## src/imra_pkg.sv

```systemverilog
// Shared constants, types and opcodes for the int8 matrix row accumulate unit.
`default_nettype none
package imra_pkg;

	// Storage sizing
	localparam int MAX_INPUTS  = 256;
	localparam int MAX_OUTPUTS = 64;

	localparam int COL_W   = (MAX_INPUTS > 1) ? $clog2(MAX_INPUTS) : 1;
	localparam int ROW_W   = (MAX_OUTPUTS > 1) ? $clog2(MAX_OUTPUTS) : 1;
	localparam int WDEPTH  = MAX_OUTPUTS * MAX_INPUTS;
	localparam int WADDR_W = (WDEPTH > 1) ? $clog2(WDEPTH) : 1;

	// Fixed field widths of the channels and registers
	localparam int OP_W    = 2;
	localparam int ROWF_W  = 6;
	localparam int COLF_W  = 8;
	localparam int VAL_W   = 8;
	localparam int ACC_W   = 24;
	localparam int OIDX_W  = 6;
	localparam int LEN_W   = 9;
	localparam int CNT_W   = 7;
	localparam int APB_AW  = 3;
	localparam int APB_DW  = 32;

	// Product and full-width sum
	localparam int PROD_W  = 2 * VAL_W;
	localparam int SUM_W   = PROD_W + COL_W + 1;

	localparam logic [LEN_W-1:0] LEN_RESET = 9'd256;
	localparam logic [CNT_W-1:0] CNT_RESET = 7'd64;

	typedef enum logic [OP_W-1:0] {
		OP_LOAD_W = 2'd0,
		OP_LOAD_A = 2'd1,
		OP_RUN    = 2'd2
	} imra_op_t;

	// Register numbers, selected by paddr[2]
	typedef enum logic {
		REG_INPUT_LENGTH = 1'b0,
		REG_OUTPUT_COUNT = 1'b1
	} imra_reg_t;

	// Controller to datapath
	typedef struct packed {
		logic             w_we;
		logic             a_we;
		logic             rd;
		logic             first;
		logic             last_k;
		logic             last_row;
		logic [ROW_W-1:0] row;
		logic [COL_W-1:0] col;
		logic [VAL_W-1:0] data;
	} imra_cmd_t;

	// Datapath to controller
	typedef struct packed {
		logic row_done;
		logic out_free;
	} imra_stat_t;

endpackage
`default_nettype wire

```

## src/imra_cfg.sv

```systemverilog
// APB register file: input_length and output_count, with clamped last indices.
`default_nettype none
module imra_cfg (
	input  wire logic                          clk,
	input  wire logic                          arst_n,
	input  wire logic                          psel,
	input  wire logic                          penable,
	input  wire logic                          pwrite,
	input  wire logic [imra_pkg::APB_AW-1:0]   paddr,
	input  wire logic [imra_pkg::APB_DW-1:0]   pwdata,
	output logic      [imra_pkg::APB_DW-1:0]   prdata,
	output logic                               pready,
	output logic      [imra_pkg::COL_W-1:0]    last_col,
	output logic      [imra_pkg::ROW_W-1:0]    last_row
);
	import imra_pkg::*;

	logic [LEN_W-1:0] input_length_q;
	logic [CNT_W-1:0] output_count_q;
	logic             wr_en;
	imra_reg_t        sel;

	// clamp to 1..MAX, returned as the highest index
	function automatic logic [COL_W-1:0] clamp_col(input logic [LEN_W-1:0] len);
		if (len == '0)
			return '0;
		if (int'(len) >= MAX_INPUTS)
			return COL_W'(MAX_INPUTS - 1);
		return COL_W'(len - 1'b1);
	endfunction

	function automatic logic [ROW_W-1:0] clamp_row(input logic [CNT_W-1:0] cnt);
		if (cnt == '0)
			return '0;
		if (int'(cnt) >= MAX_OUTPUTS)
			return ROW_W'(MAX_OUTPUTS - 1);
		return ROW_W'(cnt - 1'b1);
	endfunction

	assign pready = 1'b1;
	assign wr_en  = psel && penable && pwrite && pready;
	assign sel    = imra_reg_t'(paddr[2]);

	always_ff @(posedge clk or negedge arst_n) begin
		if (!arst_n) begin
			input_length_q <= LEN_RESET;
			output_count_q <= CNT_RESET;
		end else if (wr_en) begin
			unique case (sel)
				REG_INPUT_LENGTH: input_length_q <= pwdata[LEN_W-1:0];
				REG_OUTPUT_COUNT: output_count_q <= pwdata[CNT_W-1:0];
				default: ;
			endcase
		end
	end

	always_comb begin
		unique case (sel)
			REG_INPUT_LENGTH: prdata = APB_DW'(input_length_q);
			REG_OUTPUT_COUNT: prdata = APB_DW'(output_count_q);
			default:          prdata = '0;
		endcase
	end

	assign last_col = clamp_col(input_length_q);
	assign last_row = clamp_row(output_count_q);

endmodule
`default_nettype wire

```

## config.mk

```make
export PLATFORM = sky130hd
export DESIGN_NAME = imra_cfg
export DESIGN_NICKNAME = d
export VERILOG_FILES = /design/src/imra_pkg.sv /design/src/imra_cfg.sv
export SDC_FILE = /design/constraint.sdc
export NUM_CORES = 1
export LEC_CHECK = 0
export ABC_CLOCK_PERIOD_IN_PS = 3400
export BUFFER_PORTS_ARGS = -buffer_cell sky130_fd_sc_hd__buf_2
export CAP_MARGIN = 30
export CORE_MARGIN = 2
export CORE_UTILIZATION = 30
export CTS_BUF_LIST = sky130_fd_sc_hd__clkbuf_4 sky130_fd_sc_hd__clkbuf_8
export CTS_CLUSTER_DIAMETER = 100
export CTS_CLUSTER_SIZE = 20
export DETAILED_ROUTE_END_ITERATION = 10
export PLACE_DENSITY = 0.67
export SLEW_MARGIN = 40
export SYNTH_ARGS = -nofsm -noshare
export SYNTH_HDL_FRONTEND = slang
export SYNTH_SLANG_ARGS = --single-unit
export TNS_END_PERCENT = 5
```

## constraint.sdc

```tcl
create_clock -name clk -period 3.4 [get_ports clk]
set_input_delay 0.51 -clock clk [delete_from_list [all_inputs] [get_ports clk]]
set_output_delay 0.51 -clock clk [all_outputs]
set_load 0.01 [all_outputs]
```

Yosys cells after proc, flatten, opt, wreduce, memory -nomap -nowiden
Cells that the tools add are included.

operators by class
  add/subtract/negate cells = 2
  $mul = 0
  divide/modulo/power cells = 0
  order comparisons = 2
  equality and inequality tests = 0
  shift-type cells = 0
  multiplexer cells = 15
  bitwise gates (word level) = 1
  reduce and logical (&&, ||, !) cells = 6

operator list
  kind                                               count
  one-hot mux 32 bit (2 select lines)                1
  2-to-1 mux 8 bit                                   4
  2-to-1 mux 6 bit                                   4
  >= comparator 9 bit (second input constant)        1
  zero test 9 bit                                    1
  subtractor 8 x 1 -> 8 bit (second input constant)  1
  >= comparator 7 bit (second input constant)        1
  zero test 7 bit                                    1
  2-to-1 mux 1 bit                                   6
  subtractor 6 x 1 -> 6 bit (second input constant)  1
  AND reduction 2 bit                                2
  logical AND 1 bit                                  2
  NOT 1 bit                                          1

word-level totals
  register bits = 16
  latch bits = 0
  memory bits (writable) = 0
  ROM bits = 0
  input bits = 40
  output and inout port bits = 47
  word-level logic and storage cells = 28
  memories = 0

Depth between registers and ports, before layout
  depth after elaboration = 5
  depth in mapped cells = 5
  gate-level depth less buffers = 5

Worst setup path after synthesis
Ideal clock, no wire load.

  kind = register to output
  from = register input_length_q[0]
  to = output last_col[6] (netlist name)
  data arrival time = 1.645 ns
  data required time = 2.890 ns
  slack = 1.245 ns
  cell stages (with the launch flop) = 6
  path buffers = 0
  cell sequence = dfrtp_1 inv_1 ha_1 or4b_4 or4_1 nand3_1

on the way
  longest elaborated chain between the ends = 5
  elaborated cells on any way between the ends = 9
  those cells by class = add/sub (1); order compare (1); mux (6); reduce/logical (1)

ends and longest elaborated chain
  what                           line            text
  start, declared                imra_cfg.sv:18  logic [LEN_W-1:0] input_length_q;
  start signal, assigned         imra_cfg.sv:50  REG_INPUT_LENGTH: input_length_q <= pwdata[LEN_W-1:0];
  >= comparator 9 bit            imra_cfg.sv:27  if (int'(len) >= MAX_INPUTS)
  2-to-1 mux 1 bit (2 in a row)  imra_cfg.sv:27
  2-to-1 mux 8 bit               imra_cfg.sv:29  return COL_W'(len - 1'b1);
  2-to-1 mux 8 bit *             imra_cfg.sv:27
  end, declared                  imra_cfg.sv:13  output logic [imra_pkg::COL_W-1:0] last_col,

Every way passes the cells marked *; elsewhere a longest branch is shown, timed or not. The select of a mux whose other input is x is not followed.

Worst setup path in the final report
Ends and elaborated chain as after synthesis.

==> metrics.cfg <==
[timing]
final.min_clock_period_ns = 2.63
worstMarginPinSlew_ns = 0.546
slew_viol_final = 0
max_freq_mhz = 380
fin_crit_sh_pct = 77.4
tns_ns = 0
slew_headroom_pct = 63.4
skew_ns = 0
grt_setup_unrepaired = no
final_hold_viol_count = 0
setup_violations = 0

[drt]
first_pass_iters = 4
drtIter0Drc = 7
via_per_inst = 4.53
via_count = 969
wl_per_cell_um = 12.1
postRouteAntennaNets = 0
drt-total-wl_um = 2600
drc = 0

[global_route]
track_usage_pct = 11.7
first_global_vias = 874
grt_start_max_net_pins = 17
antenna_found_initial = 0
grt_pass1_wl_um = 4060
overflow = 0

[synthesis]
synthMuxAreaShare_pct = 20.0
synthAdderAreaFrac_pct = 3.05
ys_types = 30
synthTopCellsByArea = dfrtp_1 (28%), mux2_2 (19%), buf_4 (15%), dfstp_2 (4.3%), xnor2_1 (3.6%)
synthTopCellsByCount = buf_4 (24), mux2_2 (21), dfrtp_1 (14), o21ai_0 (8), inv_1 (7)
synth_top_area_share_pct = 28.5
synth_edf_count = 0
yosysSeqAreaShare_pct = 32.7
synth_compound_area_share_pct = 7.52
syn_inst = 128
synth_top_area_cell = dfrtp_1
synth-xor-area-share_pct = 3.56
syn_area_sq_um = 1230
synth_area_per_cell_sq_um = 9.62
synthArstFlopShare_pct = 100
ys.warnings.count = 0
yosysMostFrequentCell = buf_4
ys_ff_latch = 16
synth_top_family_by_area = multiplexers
synth-main-ff-cell = dfrtp_1
synth_simple_gate_area_share_pct = 14.2

[worst_setup_path]
cp-end-kind = output pin
start_kind = flop
crit_chain = inv_1, ha_1, or4b_4, or4_1, nand3_1, buf_2
cp.arrival_ns = 2.12
max_stage_delay_ns = 0.49
r2r-start = input_length_q[2]
cp.required_ns = 2.89
reg2reg_depth = 1
ff2ff_setup_slack_ns = 2.51
cp_max_fo = 6
crit_type = flop to output pin
cp_slowest_cell = or4b_4
r2r_end = input_length_q[2]

[flow_run]
max_cap_viol_count = 0

[cts]
post-cts-setup-buffers = 0
cts-root-buf = clkbuf_8
cts_inserted_buffers = 3
cts.sinks = 16
clk_latency_ns = 0.25
cts_tree = done
cts-hold-fix-buffers = 0
clock_path_buffers = 2
htreeDepth = 1
cts_resized = 0
cts.clk_slew.worst_paths_ns = 0.06

[floorplan]
dieArea_sq_um = 4630
coreArea_sq_um = 3970
start_util_pct = 31.0
dieWidth_um = 68.1
fp-row-count = 23
die_h_um = 68.1
io_pins = 87

[cells_and_area]
drive_gt1_share_pct = 41.5
multiInputGateArea_sq_um = 686
regArea_sq_um = 403
fillers = 423
nets = 208
n_antenna_cell = 0
areaGrowthSynthToFinish_pct = 14.6

[place]
finalWeightedCongestion = 0.834
io_buffer_count = 37
hpwl_um = 2020

[power]
powerDensity_nw_per_um2 = 562
power_w = 0.000794
vdd_drop_max_mv = 0.228
cellLeakagePower_nw = 0.671

[worst_hold_path]
min_path_type = input port to async pin

[run_status]
status = completed

[metrics by stage]
step	std cells	hold WS, ns	util, %	setup WS, ns	instance area (sq um)
2_1_floorplan	150	0.214	-	1.24	1310
3_3_place_gp	210	0.441	34.3	1.05	1360
3_5_place_dp	210	0.438	34.3	1.04	1360
4_1_cts	214	0.163	35.5	0.742	1410
5_1_grt	214	0.176	35.5	0.669	1410
6_report	214	0.161	35.5	0.768	1410
[cell type report]
cell class              count  area share, %
flip-flops and latches     16           28.5
multi-input cells         100           48.6
clock buffers               4           3.46
inverters                   7           1.86
well taps                  50           4.43
repair buffers             37           13.1
[placed cells by master (no fill, tap or decap)]
| cell type | netlist | final |
|---|---|---|
| nor3b_1 | 1 | 1 |
| nand3_1 | 2 | 2 |
| nor2_1 | 6 | 6 |
| or4_1 | 3 | 3 |
| nand2_1 | 3 | 3 |
| buf_2 | 0 | 37 |
| nand4b_1 | 1 | 1 |
| clkbuf_8 | 0 | 3 |
| nor3_1 | 5 | 5 |
| dfrtp_1 | 14 | 14 |
| and4_1 | 1 | 1 |
| and3_1 | 1 | 1 |
| clkbuf_4 | 0 | 1 |
| ha_1 | 3 | 3 |
| mux2_2 | 21 | 21 |
| and2b_2 | 1 | 1 |
| mux2i_1 | 1 | 1 |
| a21oi_1 | 6 | 6 |
| conb_1 | 2 | 24 |
| or4b_4 | 1 | 1 |
| o31ai_1 | 2 | 2 |
| dfstp_2 | 2 | 2 |
| or3b_2 | 2 | 2 |
| a211oi_1 | 1 | 1 |
| o21ai_0 | 8 | 8 |
| inv_1 | 7 | 7 |
| xnor2_1 | 5 | 5 |
| or3_1 | 1 | 1 |
| nand4_1 | 1 | 1 |
[critical path: cells and delay by family, from the launching register on]
family                     cells  cell delay, ns
and+or+nand+nor                3            0.99
DFF                            1            0.43
buffers and inverters          2            0.23
adders and majority gates      1            0.23
[cells by family after synthesis]
group	Yosys count
buffers and inverters	34
adder cells (fa/ha/maj)	3
other	2
XOR/XNOR	5
multiplexers	22
AO/OA/AOI/OAI	17
flip-flops	16
AND/OR/NAND/NOR	29
[per-layer routing]
layer,routed length (um),GRT usage (%)
met2,1160,18.7
met5,0,0
met4,37,5.25
met1,1240,15.5
met3,164,1.97
[how the worst max path moves through the flow]
stage | startpoint | end | slack, ns | cells after the start
finish | input_length_q[0] | last_col[6] | 0.77 | 6
CTS | input_length_q[0] | last_col[6] | 0.74 | 6
global placement | input_length_q[0] | last_col[6] | 1.05 | 6
floorplan | input_length_q[0] | last_col[6] | 1.24 | 5
detailed placement | input_length_q[0] | last_col[6] | 1.04 | 6
global route | input_length_q[0] | last_col[6] | 0.67 | 6
[registers in the layout, indices dropped and copies added, names as in the netlist]
register	cells
input_length_q	9
output_count_q	7
[report_power, final]
part	switching (W)	internal, W
clock	0.0000676	0.0000912
combinational	0.000169	0.000166
sequential	0.0000634	0.000236
No activity file was read; power rests on OpenSTA's default activity.
