### src/imra_pkg.sv
// Shared constants, types and opcodes for the int8 matrix row accumulate unit.
`default_nettype none
package imra_pkg;

	// Storage sizing
	localparam int MAX_INPUTS  = 256;
	localparam int MAX_OUTPUTS = 64;

	localparam int COL_W   = (MAX_INPUTS > 1) ? $clog2(MAX_INPUTS) : 1;
	localparam int ROW_W   = (MAX_OUTPUTS > 1) ? $clog2(MAX_OUTPUTS) : 1;
	localparam int WDEPTH  = MAX_OUTPUTS * MAX_INPUTS;
	localparam int WADDR_W = (WDEPTH > 1) ? $clog2(WDEPTH) : 1;

	// Fixed field widths of the channels and registers
	localparam int OP_W    = 2;
	localparam int ROWF_W  = 6;
	localparam int COLF_W  = 8;
	localparam int VAL_W   = 8;
	localparam int ACC_W   = 24;
	localparam int OIDX_W  = 6;
	localparam int LEN_W   = 9;
	localparam int CNT_W   = 7;
	localparam int APB_AW  = 3;
	localparam int APB_DW  = 32;

	// Product and full-width sum
	localparam int PROD_W  = 2 * VAL_W;
	localparam int SUM_W   = PROD_W + COL_W + 1;

	localparam logic [LEN_W-1:0] LEN_RESET = 9'd256;
	localparam logic [CNT_W-1:0] CNT_RESET = 7'd64;

	typedef enum logic [OP_W-1:0] {
		OP_LOAD_W = 2'd0,
		OP_LOAD_A = 2'd1,
		OP_RUN    = 2'd2
	} imra_op_t;

	// Register numbers, selected by paddr[2]
	typedef enum logic {
		REG_INPUT_LENGTH = 1'b0,
		REG_OUTPUT_COUNT = 1'b1
	} imra_reg_t;

	// Controller to datapath
	typedef struct packed {
		logic             w_we;
		logic             a_we;
		logic             rd;
		logic             first;
		logic             last_k;
		logic             last_row;
		logic [ROW_W-1:0] row;
		logic [COL_W-1:0] col;
		logic [VAL_W-1:0] data;
	} imra_cmd_t;

	// Datapath to controller
	typedef struct packed {
		logic row_done;
		logic out_free;
	} imra_stat_t;

endpackage
`default_nettype wire

### src/imra_if.sv
// Handshake channel interfaces: command items in, row results out.
`default_nettype none
interface imra_cmd_if;
	import imra_pkg::*;
	logic                     valid;
	logic                     ready;
	logic [OP_W-1:0]          operation;
	logic [ROWF_W-1:0]        row_index;
	logic [COLF_W-1:0]        col_index;
	logic signed [VAL_W-1:0]  value;

	modport source (output valid, operation, row_index, col_index, value, input ready);
	modport sink   (input valid, operation, row_index, col_index, value, output ready);
endinterface

`default_nettype wire

### src/imra_ctrl.sv
// Controller: accepts items, issues store writes and sequences the row/column sweep.
`default_nettype none
module imra_ctrl (
	input  wire logic                        clk,
	input  wire logic                        arst_n,
	imra_cmd_if.sink                         cmd,
	input  wire logic [imra_pkg::COL_W-1:0]  last_col,
	input  wire logic [imra_pkg::ROW_W-1:0]  last_row,
	input  wire imra_pkg::imra_stat_t        stat,
	output imra_pkg::imra_cmd_t              dp_cmd
);
	import imra_pkg::*;

	typedef enum logic [1:0] {
		S_IDLE,
		S_HOLD,
		S_ISSUE,
		S_DRAIN
	} state_t;

	state_t           state_q;
	imra_cmd_t        cmd_q;
	logic [COL_W-1:0] k_q;
	logic [ROW_W-1:0] row_q;
	logic [COL_W-1:0] last_k_q;
	logic [ROW_W-1:0] last_row_q;
	logic             accept;
	logic             col_ok;
	logic             row_ok;

	assign cmd.ready = (state_q == S_IDLE);
	assign accept    = cmd.valid && cmd.ready;
	assign col_ok    = int'(cmd.col_index) <= int'(last_col);
	assign row_ok    = int'(cmd.row_index) <= int'(last_row);
	assign dp_cmd    = cmd_q;

	always_ff @(posedge clk or negedge arst_n) begin
		if (!arst_n) begin
			state_q    <= S_IDLE;
			cmd_q      <= '0;
			k_q        <= '0;
			row_q      <= '0;
			last_k_q   <= '0;
			last_row_q <= '0;
		end else begin
			unique case (state_q)
				S_IDLE: begin
					// store strobes last one cycle; out-of-range loads raise none
					cmd_q.w_we <= accept && (cmd.operation == OP_LOAD_W) && col_ok && row_ok;
					cmd_q.a_we <= accept && (cmd.operation == OP_LOAD_A) && col_ok;
					cmd_q.rd   <= 1'b0;
					if (accept) begin
						cmd_q.row  <= ROW_W'(cmd.row_index);
						cmd_q.col  <= COL_W'(cmd.col_index);
						cmd_q.data <= cmd.value;
						if (cmd.operation == OP_RUN) begin
							last_k_q   <= last_col;
							last_row_q <= last_row;
							k_q        <= '0;
							row_q      <= '0;
							state_q    <= S_HOLD;
						end
					end
				end
				S_HOLD: begin
					cmd_q.w_we <= 1'b0;
					cmd_q.a_we <= 1'b0;
					cmd_q.rd   <= 1'b0;
					// wait until the result register can take this row
					if (stat.out_free)
						state_q <= S_ISSUE;
				end
				S_ISSUE: begin
					cmd_q.w_we     <= 1'b0;
					cmd_q.a_we     <= 1'b0;
					cmd_q.rd       <= 1'b1;
					cmd_q.row      <= row_q;
					cmd_q.col      <= k_q;
					cmd_q.first    <= (k_q == '0);
					cmd_q.last_k   <= (k_q == last_k_q);
					cmd_q.last_row <= (row_q == last_row_q);
					if (k_q == last_k_q)
						state_q <= S_DRAIN;
					else
						k_q <= k_q + 1'b1;
				end
				S_DRAIN: begin
					cmd_q.w_we <= 1'b0;
					cmd_q.a_we <= 1'b0;
					cmd_q.rd   <= 1'b0;
					if (stat.row_done) begin
						if (row_q == last_row_q) begin
							state_q <= S_IDLE;
						end else begin
							row_q   <= row_q + 1'b1;
							k_q     <= '0;
							state_q <= S_HOLD;
						end
					end
				end
				default: begin
					cmd_q.w_we <= 1'b0;
					cmd_q.a_we <= 1'b0;
					cmd_q.rd   <= 1'b0;
					state_q    <= S_IDLE;
				end
			endcase
		end
	end

endmodule
`default_nettype wire

### src/flat_wrapper.sv
// flat-port wrapper written by rule: the top's interface ports become plain ports
module imra_ctrl_flat import imra_pkg::*;
  (clk, arst_n, last_col, last_row, stat, dp_cmd, cmd_valid, cmd_operation, cmd_row_index, cmd_col_index, cmd_value, cmd_ready);
  imra_cmd_if cmd_i ();
  input  wire logic clk;
  input  wire logic arst_n;
  input  wire logic [imra_pkg::COL_W-1:0] last_col;
  input  wire logic [imra_pkg::ROW_W-1:0] last_row;
  input  wire imra_pkg::imra_stat_t stat;
  output imra_pkg::imra_cmd_t dp_cmd;
  input wire logic [$bits(cmd_i.valid)-1:0] cmd_valid;
  input wire logic [$bits(cmd_i.operation)-1:0] cmd_operation;
  input wire logic [$bits(cmd_i.row_index)-1:0] cmd_row_index;
  input wire logic [$bits(cmd_i.col_index)-1:0] cmd_col_index;
  input wire logic [$bits(cmd_i.value)-1:0] cmd_value;
  output wire logic [$bits(cmd_i.ready)-1:0] cmd_ready;
  assign cmd_i.valid = cmd_valid;
  assign cmd_i.operation = cmd_operation;
  assign cmd_i.row_index = cmd_row_index;
  assign cmd_i.col_index = cmd_col_index;
  assign cmd_i.value = cmd_value;
  assign cmd_ready = cmd_i.ready;
  imra_ctrl u_core (.clk(clk), .arst_n(arst_n), .cmd(cmd_i), .last_col(last_col), .last_row(last_row), .stat(stat), .dp_cmd(dp_cmd));
endmodule
### config.mk
export PLATFORM = sky130hd
export DESIGN_NAME = imra_ctrl_flat
export DESIGN_NICKNAME = d
export VERILOG_FILES = /design/src/imra_pkg.sv /design/src/imra_if.sv /design/src/imra_ctrl.sv /design/src/flat_wrapper.sv
export SDC_FILE = /design/constraint.sdc
export NUM_CORES = 1
export LEC_CHECK = 0
export ABC_AREA = 1
export BUFFER_PORTS_ARGS = -buffer_cell sky130_fd_sc_hd__buf_2
export CAP_MARGIN = 20
export CORE_UTILIZATION = 55
export DETAILED_ROUTE_END_ITERATION = 10
export MAX_ROUTING_LAYER = met4
export PLACE_DENSITY = 0.92
export SLEW_MARGIN = 20
export SYNTH_ARGS = -nofsm -noshare
export SYNTH_HDL_FRONTEND = slang
export SYNTH_SLANG_ARGS = --single-unit
### constraint.sdc
create_clock -name clk -period 1.8 [get_ports clk]
set_input_delay 0.18 -clock clk [delete_from_list [all_inputs] [get_ports clk]]
set_output_delay 0.18 -clock clk [all_outputs]
set_load 0.01 [all_outputs]
Word level (Yosys, flattened, before mapping):

Cells that the tools add are included.

* register bits after elaboration: 58
* latch bits: 0
* memory bits (writable): 0
* ROM bits: 0
* input bits: 43
* output and inout port bits: 29
* word-level logic and storage cells: 72
* memories: 0

* add/sub/neg operators: 2
* multiply operators: 0
* divide/modulo/power cells: 0
* order comparisons: 2
* eq/ne operators: 14
* shift operators: 0
* multiplexer cells: 21
* bitwise gates (word level): 0
* reduce and logical (&&, ||, !) cells: 19

Operators with widths (number)
* 2-to-1 mux 8 bit: 5
* one-hot mux 14 bit (2 select lines): 1
* 2-to-1 mux 6 bit: 4
* one-hot mux 8 bit (3 select lines): 1
* 2-to-1 mux 22 bit: 1
* != test 2 bit, second input constant: 6
* one-hot mux 6 bit (2 select lines): 1
* 2-to-1 mux 2 bit: 5
* AND reduction 5 bit: 2
* one-hot mux 3 bit (3 select lines): 1
* adder 8 x 1 -> 8 bit, second input constant: 1
* == test 8 bit: 1
* less-or-equal comparator 8 bit: 1
* logical NOT 8 bit: 1
* one-hot mux 2 bit (4 select lines): 1
* adder 6 x 1 -> 6 bit, second input constant: 1
* == test 2 bit, second input constant: 3
* == test 6 bit: 1
* less-or-equal comparator 6 bit: 1
* logical AND 1 bit: 6
* AND reduction 6 bit: 1
* == test 2 x 1 -> 1 bit, second input constant: 2
* logical NOT 2 bit: 2
* AND reduction 2 bit: 2
* 6 further kinds: 7

Logic depth before layout (Yosys ltp):

Gate-level depths: netlist of run 1.

* depth in word-level cells: 6
* mapped depth: 11
* gate-level depth less buffers: 10

Least setup slack after synthesis of run 1:

No wires, ideal clock.

* path type: reg2reg
* from: reg u_core.state_q[0]
* to: reg u_core.cmd_q (netlist bit u_core.dp_cmd[14])
* setup time: 0.130 ns
* arrival: 1.496 ns
* required time: 1.670 ns
* slack: 0.173 ns
* stages on the path, launching flop included: 9
* buffers on the path: 2
* period minus slack after synthesis: 1.627 ns
* path through: dfrtp_1 > inv_1 > ha_1 > nand2_1 > inv_2 > buf_2 > a21oi_4 > buf_2 > o211ai_1

* word-level cells in the longest chain between the ends: 4
* elaborated cells between the ends (all ways): 7
* those cells by class: eq/ne: 2; mux: 1; reduce/logical: 4

Ends and longest elaborated chain
* start, declared: RTL line imra_ctrl.sv:21 `state_t state_q;`
* start signal, assigned: RTL line imra_ctrl.sv:39 `state_q <= S_IDLE;`
* start signal, assigned: RTL line imra_ctrl.sv:61 `state_q <= S_HOLD;`
* start signal, assigned: RTL line imra_ctrl.sv:71 `state_q <= S_ISSUE;`
* logical NOT 2 bit *: RTL line imra_ctrl.sv:31 `assign cmd.ready = (state_q == S_IDLE);`
* via cmd_ready: RTL line flat_wrapper.sv:16 `output wire logic [$bits(cmd_i.ready)-1:0] cmd_ready;`
* logical AND 1 bit: RTL line imra_ctrl.sv:32 `assign accept = cmd.valid && cmd.ready;`
* != test 2 bit (no source line)
* AND reduction 2 bit (no source line)
* end, declared: RTL line imra_ctrl.sv:22 `imra_cmd_t cmd_q;`

Mark *: on every way through the listed nets, which the timed path passes. The rest lies on a longest branch.
A chain may end at the register's enable or synchronous reset.

Worst setup path in the final report of run 1:

* from: reg u_core.state_q[0]
* to: reg u_core.row_q[4]

* word-level cells in the longest chain between the ends: 4
* elaborated cells between the ends (all ways): 10
* those cells by class: eq/ne: 5; mux: 1; reduce/logical: 4

Ends and longest elaborated chain
* logical NOT 2 bit: RTL line imra_ctrl.sv:31, imra_ctrl.sv:46
* logical AND 1 bit: RTL line imra_ctrl.sv:32
* != test 2 bit (no source line)
* AND reduction 5 bit (no source line)
* end signal, assigned: RTL line imra_ctrl.sv:95 `row_q <= row_q + 1'b1;`
* end, declared: RTL line imra_ctrl.sv:24 `logic [ROW_W-1:0] row_q;`

Parallel ways exist; a longest one is shown, timed or not.

==> run metrics, run 1 <==
outcome completed; Flop pwr share 35.5%; vias post-DR 3,290; WL/cell 15.1 µm; skew final 0.00623 ns; M1 wire length 3560 µm; worst hold path class input port to flop; drt pass-1 iters 6; CP Max Fanout 11; vias in the first global route 3,201; Synth Flop Type dfrtp_1; sw frac 43.1%; pre-CTS setup slack 0.0289 ns; clock sink total 58; crit path launch type flop; fillcell total 399; Internal 3.34 mW; share of cells above drive strength 1 23.8%; final worst slack 0.0752 ns; Overflow after GRT 0; Cell variety after synth 33; Hold Path Origin cmd_value[2]; Final Hold Viols 0; setup tns final 0 ns; DR top layer met4; htree depth 3; Worst Setup SP u_core.state_q[0]; CP required 2.04 ns; area added between synthesis and finish 21.8%; commonest non-fill, non-tap cell in the layout nand2_1; Die Wd 79.4 µm; CTS Root Cell clkbuf_8; Clock Latency Late Sink 0.35 ns; Die ar. 6300 µm²; Post-synth ARST share 100%; Nets 572; Setup Crit Path Kind flop to flop; Slew @ Worst Pin 0.311 ns; Synth Instances 422; worst hold slack 0.0235 ns; vias per cell 5.63; Ports 72; synthesized area per cell 7.80 µm²; Die Y 79.4 µm; EDFF count, synth 0; Seq/Total Area, Yosys 44.1%; Reg area 1450 µm²; largest net degree at the start of global routing 59; Final period util 95.8%; Starting DRT DRC Count 330; Fmax achieved 0.580 GHz; clock buffer count from CTS 9; Final setup viols 0; area of the multi-input gates 1600 µm²; PwrDens 1460 nW/µm²; Comb pwr share 46.0%; peak supply drop 0.000825 V; Clk pwr share 18.4%; total of warnings raised by yosys 0; Mapped Area 3290 µm²; slew margin rel. 79.3%; clock buffer depth 2; Final HPWL DP 6330 µm; fin. max-slew vios 0; Port Buffers 71; CTS tree done; clock-pin slew on the worst setup and hold paths 0.06 ns; Final ANT Viol Nets 0; leakage power 2.18 nW; number of synthesized register bits 58; post-layout minimum cycle time 1.72 ns; r2r startpoint u_core.state_q[0]; starting density of the core 58.4%; core area 5640 µm²; Worst EP arrival 1.97 ns; met2 WL 4150 µm; most frequent cells in the layout 135 x nand2_1, 71 x buf_2, 58 x dfrtp_1; GR Util All Layers 31.8%; initial antenna violation count 0; number of diodes 0; Max Cap Viol 0; Total Power 5.87 mW; met3 WL post-DR 848 µm; switching power 2.53 mW; first-pass GRT wire length 14,500 µm; final WL 8810 µm; row cnt 27; Placer Congestion 0.953; Post-Syn Nets 486; CP Capture Type flop; DRC Markers 0
## metrics by stage
stage | cells | utilization, % | instance area, µm²
after floorplan | 422 | - | 3290
after global placement | 567 | 67.6 | 3810
after detailed placement | 567 | 67.6 | 3810
after CTS | 583 | 70.7 | 3990
after global routing | 584 | 71.1 | 4010
final | 584 | 71.1 | 4010
## critical path, stage by stage, from the launching register on
cell	delay, ns
dfrtp_1	0.41
inv_1	0.11
ha_1	0.25
inv_1	0.08
a21oi_1	0.05
nor2_2	0.18
nand2_4	0.15
inv_2	0.14
nand2_2	0.11
nand2_1	0.08
nand2_1	0.06
## power by group through the flow
stage | Sequential (mW) | Clock [mW] | Combinational (mW)
6_report | 2.08 | 1.08 | 2.70
5_1_grt | 2.13 | 1.13 | 2.99
4_1_cts | 2.08 | 1.09 | 2.62
3_5_place_dp | 2.09 | 0 | 2.59
3_3_place_gp | 2.06 | 0 | 2.43
2_1_floorplan | 2.17 | 0 | 1.56
## per-layer routing
layer	GRT usage (%)	vias to the layer above
met5	-	-
met4	15.6	0
met3	9.60	33
met2	48.4	201
met1	38.5	1517
li1	-	1539
## Yosys cell counts, types with 6 or more instances
| cell | instances | area (µm²) |
|---|---|---|
| nand2_1 | 135 | 507 |
| dfrtp_1 | 58 | 1450 |
| inv_1 | 40 | 150 |
| o21ai_0 | 38 | 190 |
| nor2_1 | 28 | 105 |
| ha_1 | 21 | 263 |
| a21oi_1 | 16 | 80.1 |
| nand3_1 | 15 | 75.1 |
| a22oi_1 | 12 | 90.1 |
| buf_2 | 10 | 50.1 |
| nor3_1 | 7 | 35.0 |
| o21ai_1 | 7 | 35.0 |
| inv_2 | 6 | 22.5 |
## area by class of cell
cell class	count	share of cell area, %
clock inverters	3	0.374
clock buffers	12	3.87
flip-flops and latches	58	36.2
multi-input cells	303	39.9
inverters	46	4.30
repair buffers	90	13.1
well taps	72	2.25
## what timing repair did
action / CTS / global route
endpoints found under the hold margin: 58 / 0
setup endpoints to repair: 0 / 13
hold buffers: 1 / 0
setup buffers: 0 / 1
resized for setup: 0 / 4
## registers in the layout (all words and copies together), names as in the netlist
| register | count |
|---|---|
| u_core.row_q | 6 |
| u_core.last_row_q | 6 |
| u_core.state_q | 2 |
| u_core.last_k_q | 8 |
| u_core.dp_cmd | 28 |
| u_core.k_q | 8 |
## kinds of logic (layout without fill, tap and decap cells)
| family | count (synthesis) | count (layout) | share of synthesized area (%) |
|---|---|---|---|
| DFF | 58 | 58 | 44.1 |
| and+or+nand+nor | 197 | 197 | 24.9 |
| buffers and inverters | 61 | 151 | 7.67 |
| muxes | 1 | 1 | 0.342 |
| adders and majority gates | 21 | 21 | 7.98 |
| AOI/OAI and AO/OA | 78 | 78 | 13.4 |
| xor gates and xnor gates | 6 | 6 | 1.60 |
## final timing paths
path	to	slack [ns]	cells after the start
max	u_core.row_q[4]	0.08	10
min	u_core.dp_cmd[2]	0.02	3
max reg2reg	u_core.row_q[4]	0.08	10
min reg2reg	u_core.dp_cmd[24]	0.48	2
max in group asynchronous	u_core.dp_cmd[16]	1.18	3
min in group asynchronous	u_core.dp_cmd[10]	0.36	3
No activity file was read; power rests on OpenSTA's default activity.
==> run 2, diff against run 1 <==
CELL_PAD_IN_SITES_DETAIL_PLACEMENT = 0   (was default)
CELL_PAD_IN_SITES_GLOBAL_PLACEMENT = 1   (was default)
CORE_UTILIZATION = 40   (was 55)
==> run metrics, run 2 (same netlist as run 1, synthesis figures left out) <==
outcome completed; Die ar. 8600 µm² (+36%); Die Y 92.7 µm (+17%); crit path launch type flop; setup tns final 0 ns (unchanged); DRC Markers 0 (unchanged); worst hold path class input port to flop; sw frac 41.4% (-1.8 points); clock buffer depth 2 (unchanged); Flop pwr share 35.5% (about the same); Final setup viols 0 (unchanged); commonest non-fill, non-tap cell in the layout nand2_1; starting density of the core 42.0% (-16 points); fin. max-slew vios 0 (unchanged); Overflow after GRT 0 (unchanged); Nets 573 (+0.17%); number of diodes 0 (unchanged); Final ANT Viol Nets 0 (unchanged); Clock Latency Late Sink 0.34 ns (about the same); Post-Layout Cell Count 615 (+5.3%); Reg area 1450 µm² (unchanged); fillcell total 780 (+95%); switching power 2.42 mW (-4.4%); Port Buffers 71 (unchanged); CP Capture Type flop; vias in the first global route 2,983 (-6.8%); Final HPWL DP 6310 µm (-0.40%); Worst Hold Depth 3 (unchanged); area added between synthesis and finish 23.2%; CP required 2.03 ns (about the same); Die Wd 92.7 µm (+17%); clock buffer count from CTS 9 (unchanged); vias per cell 5.00 (-11%); CTS Root Cell clkbuf_8; drt pass-1 iters 5 (-1); Setup Crit Path Kind flop to flop; Clk pwr share 20.0% (+1.6 points); Placer Congestion 0.886 (-6.9%); Fmax achieved 0.598 GHz (+3.2%); CP Max Fanout 11 (unchanged); Largest register FFs 28 (unchanged); htree depth 3 (unchanged); skew final 0.00855 ns (+0.00232 ns); WL/cell 13.5 µm (-11%); path depth of the worst reg2reg path 10 (unchanged); core area 7850 µm² (+39%); peak supply drop 0.000639 V (-23%); clock sink total 58 (unchanged); row cnt 32 (+19%); GR Util All Layers 21.5% (-10 points); PwrDens 1440 nW/µm² (-1.5%); post-layout util 51.7% (-19 points); largest net degree at the start of global routing 39 (-34%); Slew @ Worst Pin 0.536 ns (+0.225 ns); clock-pin slew on the worst setup and hold paths 0.06 ns (about the same); Worst EP arrival 1.90 ns (-0.07 ns); Internal 3.43 mW (+2.8%); initial antenna violation count 0 (unchanged); Ports 72 (unchanged); leakage power 2.18 nW (+0.22%); area of the multi-input gates 1600 µm² (-0.31%); final WL 8270 µm (-6.0%); Final Hold Viols 0 (unchanged); DP Cell Count 598 (+5.5%); CTS tree done; Starting DRT DRC Count 215 (-35%); Max Cap Viol 0 (unchanged); vias post-DR 3,072 (-6.6%); share of cells above drive strength 1 23.4% (-0.44 points); first-pass GRT wire length 14,000 µm (-3.6%); slew margin rel. 64.3% (-15 points); Comb pwr share 44.5% (-1.5 points); most frequent cells in the layout 135 x nand2_1, 71 x buf_2, 58 x dfrtp_1; Final period util 92.9% (-2.9 points); post-layout minimum cycle time 1.67 ns (-0.0528 ns)
-- run 2: layer usage --
layer | track usage, % | vias to the layer above | wire [µm]
met5 | - | - | 0
met4 | 5.77 | 0 | 129
met3 | 5.34 | 11 | 412
met2 | 32.5 | 94 | 3680
met1 | 29.0 | 1432 | 4050
li1 | - | 1535 | -
-- run 2: final cells by class --
cell class	instances	area share, %
timing repair buffer	91	12.9
tap	102	3.15
clock buffer	12	3.58
clock inverter	3	0.987
multi-input combinational	303	39.3
sequential	58	35.8
inverter	46	4.26
-- run 2: worst max-delay path, cell delays in order, from the launching register on --
cell,delay (ns)
dfrtp_1,0.41
inv_1,0.10
ha_1,0.25
inv_1,0.08
a21oi_1,0.05
nor2_2,0.17
nand2_4,0.14
inv_2,0.13
nand2_2,0.11
nand2_1,0.07
nand2_1,0.05
-- run 2: path summary, 6_finish.rpt --
check | startpoint | end | slack (ns)
max in group asynchronous | arst_n | u_core.last_k_q[3] | 0.87
min in group asynchronous | arst_n | u_core.k_q[1] | 0.35
hold reg to reg | u_core.dp_cmd[23] | u_core.dp_cmd[23] | 0.48
setup reg to reg | u_core.state_q[0] | u_core.row_q[1] | 0.13
hold / removal | cmd_value[3] | u_core.dp_cmd[3] | 0.03
setup / recovery | u_core.state_q[0] | u_core.row_q[1] | 0.13
-- run 2: what timing repair did --
| item | in CTS | in global routing |
|---|---|---|
| endpoints found under the hold margin | 20 | 0 |
| endpoints found under the setup margin | 0 | 11 |
| resized for setup | 0 | 3 |
| hold buffers | 1 | 0 |
| buffers inserted | 0 | 1 |
-- run 2: stage by stage --
stage                     hold slack [ns]  total power [mW]  setup WS [ns]  cell area, µm²
after floorplan                    -0.116              3.72          0.173            3290
after global routing               0.0368              6.31       -0.00258            4060
after CTS                          0.0217              5.84         0.0367            4040
final                              0.0347              5.85          0.128            4060
after global placement              0.190              4.55          0.166            3840
after detailed placement            0.200              4.64         0.0546            3840
-- run 2: power groups by stage --
stage,clock network [mW],logic [mW],registers [mW]
6_report,1.17,2.60,2.08
4_1_cts,1.20,2.56,2.07
5_1_grt,1.25,2.92,2.14
2_1_floorplan,0,1.56,2.17
3_5_place_dp,0,2.55,2.09
3_3_place_gp,0,2.48,2.08
